[config.mk]
export PLATFORM = sky130hd
export DESIGN_NAME = sme_divider
export DESIGN_NICKNAME = d
export VERILOG_FILES = /design/src/sme_pkg.sv /design/src/sme_divider.sv
export SDC_FILE = /design/constraint.sdc
export NUM_CORES = 1
export LEC_CHECK = 0
export ABC_CLOCK_PERIOD_IN_PS = 6400
export BUFFER_PORTS_ARGS = -buffer_cell sky130_fd_sc_hd__buf_2
export CAP_MARGIN = 40
export CORE_ASPECT_RATIO = 1.75
export CORE_MARGIN = 2
export CORE_UTILIZATION = 55
export DETAILED_ROUTE_END_ITERATION = 16
export PLACE_DENSITY = 0.78
export SKIP_CTS_REPAIR_TIMING = 1
export SLEW_MARGIN = 25
export SYNTH_ARGS = -nofsm -noshare
export SYNTH_HDL_FRONTEND = slang
export SYNTH_SLANG_ARGS = --single-unit
export TNS_END_PERCENT = 20
[constraint.sdc]
create_clock -name clk -period 6.4 [get_ports clk]
set_input_delay 0.64 -clock clk [delete_from_list [all_inputs] [get_ports clk]]
set_output_delay 0.64 -clock clk [all_outputs]
set_load 0.01 [all_outputs]
[src/sme_pkg.sv]
`timescale 1ns / 1ps
// ----------------------------------------------------------------------------
// Stack machine executor package
// Shared constants, opcodes, status codes and types for the stack machine
// executor and its submodules.
// ----------------------------------------------------------------------------
package sme_pkg;

    // Stack geometry.
    localparam int STACK_DEPTH = 1024;
    localparam int ADDR_W      = $clog2(STACK_DEPTH);
    localparam int SP_W        = 11;
    localparam int WORD_W      = 32;

    // Opcodes.
    localparam logic [7:0] OP_HALT = 8'd0;
    localparam logic [7:0] OP_PUSH = 8'd1;
    localparam logic [7:0] OP_ADD  = 8'd2;
    localparam logic [7:0] OP_SUB  = 8'd3;
    localparam logic [7:0] OP_MUL  = 8'd4;
    localparam logic [7:0] OP_DIV  = 8'd5;
    localparam logic [7:0] OP_MOD  = 8'd6;
    localparam logic [7:0] OP_RDI  = 8'd7;
    localparam logic [7:0] OP_WRI  = 8'd8;
    localparam logic [7:0] OP_RDC  = 8'd9;
    localparam logic [7:0] OP_WRC  = 8'd10;

    // Status codes.
    localparam logic [2:0] ST_OK        = 3'd0;
    localparam logic [2:0] ST_HALTED    = 3'd1;
    localparam logic [2:0] ST_OVERFLOW  = 3'd2;
    localparam logic [2:0] ST_UNDERFLOW = 3'd3;
    localparam logic [2:0] ST_DIVZERO   = 3'd4;

    // Push constant handling.
    localparam logic [23:0]       IMM_MASK  = 24'hFF_FFFF;
    localparam logic [WORD_W-1:0] IMM_SIGN  = 32'h0080_0000;
    localparam logic [WORD_W-1:0] IMM_UPPER = 32'hFF00_0000;
    localparam logic [WORD_W-1:0] CHAR_MASK = 32'h0000_00FF;

    // Write port of the stack memory.
    typedef struct packed {
        logic              en;
        logic [ADDR_W-1:0] addr;
        logic [WORD_W-1:0] data;
    } sme_ram_wr_t;

    // Sign-extend the 24-bit push constant to a full word.
    function automatic logic [WORD_W-1:0] sext_imm(input logic [23:0] imm);
        logic [WORD_W-1:0] v;
        v = {8'd0, imm & IMM_MASK};
        if ((v & IMM_SIGN) != '0)
        begin
            v = v | IMM_UPPER;
        end
        return v;
    endfunction

endpackage

[src/sme_divider.sv]
`timescale 1ns / 1ps
// ----------------------------------------------------------------------------
// Signed iterative divider
// Restoring divider on magnitudes, one quotient bit per cycle, with the
// signs of quotient and remainder fixed up for truncation toward zero.
// ----------------------------------------------------------------------------
module sme_divider (
    input  logic                       clk,
    input  logic                       rst_n,
    input  logic                       start,
    input  logic [sme_pkg::WORD_W-1:0] dividend,
    input  logic [sme_pkg::WORD_W-1:0] divisor,
    output logic                       done,
    output logic [sme_pkg::WORD_W-1:0] quotient,
    output logic [sme_pkg::WORD_W-1:0] remainder
);
    import sme_pkg::*;

    localparam int CNT_W = $clog2(WORD_W);

    logic              busy_reg;
    logic              done_reg;
    logic [CNT_W-1:0]  cnt_reg;
    logic [WORD_W-1:0] q_reg;
    logic [WORD_W-1:0] rem_reg;
    logic [WORD_W-1:0] mb_reg;
    logic              neg_q_reg;
    logic              neg_r_reg;

    logic [WORD_W:0]   shifted;
    logic [WORD_W:0]   trial;

    // One restoring step: shift in the next dividend bit and try a subtract.
    always_comb
    begin
        shifted = {rem_reg, q_reg[WORD_W-1]};
        trial   = shifted - {1'b0, mb_reg};
    end

    // Control state.
    always_ff @(posedge clk or negedge rst_n)
    begin
        if (!rst_n)
        begin
            busy_reg <= 1'b0;
            done_reg <= 1'b0;
            cnt_reg  <= '0;
        end
        else
        begin
            done_reg <= 1'b0;
            if (start)
            begin
                busy_reg <= 1'b1;
                cnt_reg  <= '0;
            end
            else if (busy_reg)
            begin
                cnt_reg <= cnt_reg + 1'b1;
                if (cnt_reg == CNT_W'(WORD_W - 1))
                begin
                    busy_reg <= 1'b0;
                    done_reg <= 1'b1;
                end
            end
        end
    end

    // Datapath.
    always_ff @(posedge clk)
    begin
        if (start)
        begin
            q_reg     <= dividend[WORD_W-1] ? (WORD_W'(0) - dividend) : dividend;
            mb_reg    <= divisor[WORD_W-1] ? (WORD_W'(0) - divisor) : divisor;
            rem_reg   <= '0;
            neg_q_reg <= dividend[WORD_W-1] ^ divisor[WORD_W-1];
            neg_r_reg <= dividend[WORD_W-1];
        end
        else if (busy_reg)
        begin
            if (!trial[WORD_W])
            begin
                rem_reg <= trial[WORD_W-1:0];
                q_reg   <= {q_reg[WORD_W-2:0], 1'b1};
            end
            else
            begin
                rem_reg <= shifted[WORD_W-1:0];
                q_reg   <= {q_reg[WORD_W-2:0], 1'b0};
            end
        end
    end

    // Sign correction of the results.
    assign quotient  = neg_q_reg ? (WORD_W'(0) - q_reg) : q_reg;
    assign remainder = neg_r_reg ? (WORD_W'(0) - rem_reg) : rem_reg;
    assign done      = done_reg;

endmodule

Word-level counts from Yosys, hierarchy flattened

Cells that the tools add are included.

Output and inout port bits: 65
Logic and storage cells: 34
Flip-flop bits (word level): 105

Add/subtract/negate cells: 6
Muxes and demuxes: 16
Eq/ne operators: 1
Bitwise operators: 1
Reductions and logical operators: 1

Operators by type and width:

| kind                  | count |
|---|---|
| $mux 32               | 6 |
| $sub 1x32->32 const A | 4 |
| $sub 33x32->33        | 1 |
| $mux 31               | 1 |
| $mux 5                | 2 |
| $mux 1                | 7 |
| $add 5x1->5 const B   | 1 |
| $eq 5x5->1 const B    | 1 |
| $reduce_bool 2->1     | 1 |
| $xor 1x1->1           | 1 |

Depth between registers and ports, before layout

Depth in word-level cells: 4
Gate-level depth with buffers: 13
Depth with buffers taken out: 12

Worst setup path after synthesis

Ideal clock, no wire load.

Kind: in2reg
Start point: in divisor[7] in the netlist's numbering
End point: reg mb_reg[29], data pin
Path slack: 2.810 ns
Cell stages on the path: 8
Library setup time: 0.263 ns
Arrival time: 3.328 ns
Path through: or4_4 -> or3_4 -> nand2b_4 -> or4_4 -> or4_4 -> or4_4 -> o41ai_2 -> xnor2_1

Longest elaborated chain between the ends: 2

RTL lines:

| element                | RTL line          | source |
|---|---|---|
| start: declaration     | sme_divider.sv:12 | `input logic [sme_pkg::WORD_W-1:0] divisor,` |
| $sub 1x32->32          | sme_divider.sv:75 | `mb_reg <= divisor[WORD_W-1] ? (WORD_W'(0) - divisor) : divisor;` |
| $mux 31                | sme_divider.sv:75 |  |
| end signal: assignment | sme_divider.sv:75 |  |
| end: declaration       | sme_divider.sv:26 | `logic [WORD_W-1:0] mb_reg;` |

Every way passes these cells.
A chain may end at the register's enable or synchronous reset.

Worst setup path after layout

Start point: reg rem_reg[4]
End point: out remainder[29] in the netlist's numbering

Longest elaborated chain between the ends: 2

RTL lines:

| element                  | RTL line          | source |
|---|---|---|
| start: declaration       | sme_divider.sv:25 | `logic [WORD_W-1:0] rem_reg;` |
| start signal: assignment | sme_divider.sv:84 | `rem_reg <= trial[WORD_W-1:0];` |
| start signal: assignment | sme_divider.sv:89 | `rem_reg <= shifted[WORD_W-1:0];` |
| $sub 1x32->32            | sme_divider.sv:97 | `assign remainder = neg_r_reg ? (WORD_W'(0) - rem_reg) : rem_reg;` |
| $mux 32                  | sme_divider.sv:97 |  |
| end: declaration         | sme_divider.sv:15 | `output logic [sme_pkg::WORD_W-1:0] remainder` |

Every way passes these cells.

==> results.sh <==
export IMPL_status="complete, no violations"
export IMPL_power_frac_seq_pct=30.9
export IMPL_leakage_uw=0.00383
export IMPL_synth_top_area_share_pct=23.9
export IMPL_start_util_pct=55.9
export IMPL_grt_pass1_wl_um=31500
export IMPL_grt_pass1_vias=6923
export IMPL_synth_ff_type="edfxtp_1"
export IMPL_slowest_stage="nor4_1"
export IMPL_die_x_um=96.8
export IMPL_cp_max_fo=6
export IMPL_wl_per_cell_um=15.0
export IMPL_fin_tns_setup_ns=0
export IMPL_finalCritPeriodShare_pct=70.1
export IMPL_nets=1191
export IMPL_synth_edff_count=66
export IMPL_drive_gt1_share_pct=15.5
export IMPL_p_clk_share_pct=16.6
export IMPL_hpwl_um=14900
export IMPL_min_period_ns=4.49
export IMPL_cp_start_kind="register"
export IMPL_syn2layout_area_growth_pct=12.7
export IMPL_rows=59
export IMPL_hold_viol_final=0
export IMPL_cellPowerDensity_nw_per_um2=329
export IMPL_layout_common_cells="130 x buf_2, 114 x nand2_1, 107 x xnor2_1"
export IMPL_ant_nets=0
export IMPL_yosysWarnings=0
export IMPL_reg2reg_depth=12
export IMPL_relSlewSlack_pct=49.7
export IMPL_synth_area_leaders="edfxtp_1 24%, xnor2_1 11%, dfxtp_1 7.7%"
export IMPL_core_um2=14800
export IMPL_wl_um=19100
export IMPL_drc_errors=0
export IMPL_postLayoutCellArea_um2=9350
export IMPL_place_port_buffers=131
export IMPL_overflow=0
export IMPL_cts_buffers_inserted=9
export IMPL_synth_seq_cells=105
export IMPL_regToRegSetupSlack_ns=2.77
export IMPL_async_reset_ff_share_pct=6.67
export IMPL_hp_class="input port to async pin"
export IMPL_fmax_ghz=0.223
export IMPL_clk_latency_ns=0.36
export IMPL_cts_tree="built"
export IMPL_cpPeakStageDelay_ns=0.60
export IMPL_final_common_cell="buf_2"
export IMPL_htree_levels=3
export IMPL_max_cap_violations=0
export IMPL_cp_common_cell="or3_1"
export IMPL_synth_cells=980
export IMPL_cts_root_buffer="clkbuf_16"
export IMPL_crit_chain="nor4_1, nand3_1, or3_1, or3_1, or3_1, or4_1, o41ai_1, xnor2_1, buf_2"
export IMPL_synth_avg_cell_area_um2=8.46
export IMPL_io_pins=132
export IMPL_yosysSeqAreaShare_pct=33.7
export IMPL_crit_type="register to output port"
export IMPL_yosysTopAreaCell="edfxtp_1"
export IMPL_clock_sinks=105
export IMPL_final_setup_viol_count=0
export IMPL_required_ns=5.76
export IMPL_drt_iter0_markers=449
export IMPL_post_dp_cell_area_um2=9080
export IMPL_grt_max_degree=72
export IMPL_final_max_slew_violation_count=0
export IMPL_p_comb_share_pct=52.5
export IMPL_swShare_pct=41.9
export IMPL_dr_pass1_iters=5
export IMPL_syn_area_um2=8290
export IMPL_diodes=0
export IMPL_regToRegStartpoint="q_reg[31]"
export IMPL_fillers=1358
export IMPL_p_sw_uw=1290
export IMPL_dieArea_um2=16100
export IMPL_cp_end_kind="output port"
export IMPL_grt_total_usage_pct=23.2
export IMPL_die_y_um=166
export IMPL_synth_nets=1086
export IMPL_power_internal_uw=1790
export IMPL_ys_types=61
export IMPL_vias_per_cell=5.86
export IMPL_max_slew_worst_pin_slew_ns=0.749
export IMPL_vias=7455
export IMPL_vdd_ir_drop_max_mv=0.152
export IMPL_clkTransAtPathRegs_ns=0.08
export IMPL_r2r_end="rem_reg[3]"
export IMPL_routabilityCongestion=0.913
export IMPL_rsz0062_at_grt="false"
export IMPL_grt_antenna_before_repair=0
export IMPL_fin_worst_skew_ns=0.0132
export IMPL_crit_arrival_ns=3.85
export IMPL_ctsLongestPathBuffers=2
how the worst max path moves through the flow:
stage	start	endpoint	slack [ns]	depth (start not counted)
after floorplan	divisor[7]	mb_reg[29]	2.81	8
after global placement	rem_reg[4]	remainder[29]	2.36	9
after detailed placement	rem_reg[4]	remainder[29]	2.29	9
after CTS	rem_reg[4]	remainder[29]	1.91	9
after global routing	rem_reg[4]	remainder[29]	1.62	9
final	rem_reg[4]	remainder[29]	1.91	9
cells by family (layout without fill, tap and decap cells):
group / Yosys count / after routing / synth area share (%)
simple gates: 325 / 325 / 18.9
compound gates: 262 / 262 / 20.8
xor+xnor: 148 / 148 / 15.6
flops: 105 / 105 / 33.7
buf+inv: 97 / 207 / 4.48
fa+ha+maj: 39 / 39 / 5.97
mux: 4 / 4 / 0.483
cells in the mapped netlist (19+ instances only):
master    count
a311oi_1     20
or3_1        19
inv_1        51
o31ai_1      33
xnor2_1     108
ha_1         38
xor2_1       40
nand2_1     114
dfxtp_1      32
o21ai_0      66
nor2_1       84
edfxtp_1     66
a21oi_1      66
clkbuf_1     41
metrics by stage:
| step | setup WS (ns) | utilization [%] | total power, uW | hold WS (ns) | cells |
|---|---|---|---|---|---|
| after floorplan | 2.81 | - | 2050 | 0.344 | 980 |
| after global routing | 1.62 | 63.0 | 3290 | 0.102 | 1273 |
| final | 1.91 | 63.0 | 3080 | 0.0928 | 1273 |
| after global placement | 2.36 | 61.0 | 2540 | 0.478 | 1254 |
| after CTS | 1.91 | 63.0 | 3080 | 0.0972 | 1272 |
| after detailed placement | 2.29 | 61.2 | 2570 | 0.479 | 1256 |
worst max-delay path: cells and delay by family (launching register included):
| kind | cells | cell delay [ns] |
|---|---|---|
| AND/OR/NAND/NOR | 6 | 2.47 |
| XOR/XNOR | 1 | 0.16 |
| buffers and inverters | 1 | 0.14 |
| AO/OA/AOI/OAI | 1 | 0.35 |
| flip-flops | 1 | 0.37 |
power groups by stage:
stage	clock [uW]	sequential (uW)	combinational [uW]
6_report	513	950	1620
5_1_grt	545	967	1780
4_1_cts	517	949	1610
3_5_place_dp	0	964	1610
3_3_place_gp	0	964	1580
2_1_floorplan	0	924	1120
final cells by class:
class	instances	area, um^2	share of cell area [%]
clock inverters	3	20.0	0.214
well taps	183	229	2.45
repair buffers	140	741	7.92
clock buffers	13	240	2.57
flip-flops and latches	105	2800	29.9
inverters	51	191	2.05
multi-input cells	778	5130	54.9
per-layer routing:
| metal | vias up | global-route usage [%] | part of all wire, % |
|---|---|---|---|
| met2 | 220 | 43.4 | 53 |
| met3 | 36 | 2.73 | 4.9 |
| met4 | 0 | 8.21 | 2.3 |
| li1 | 3776 | - | - |
| met5 | - | 0 | 0 |
| met1 | 3423 | 26.9 | 40 |
Note: power is estimated with default switching activity, not from simulation.
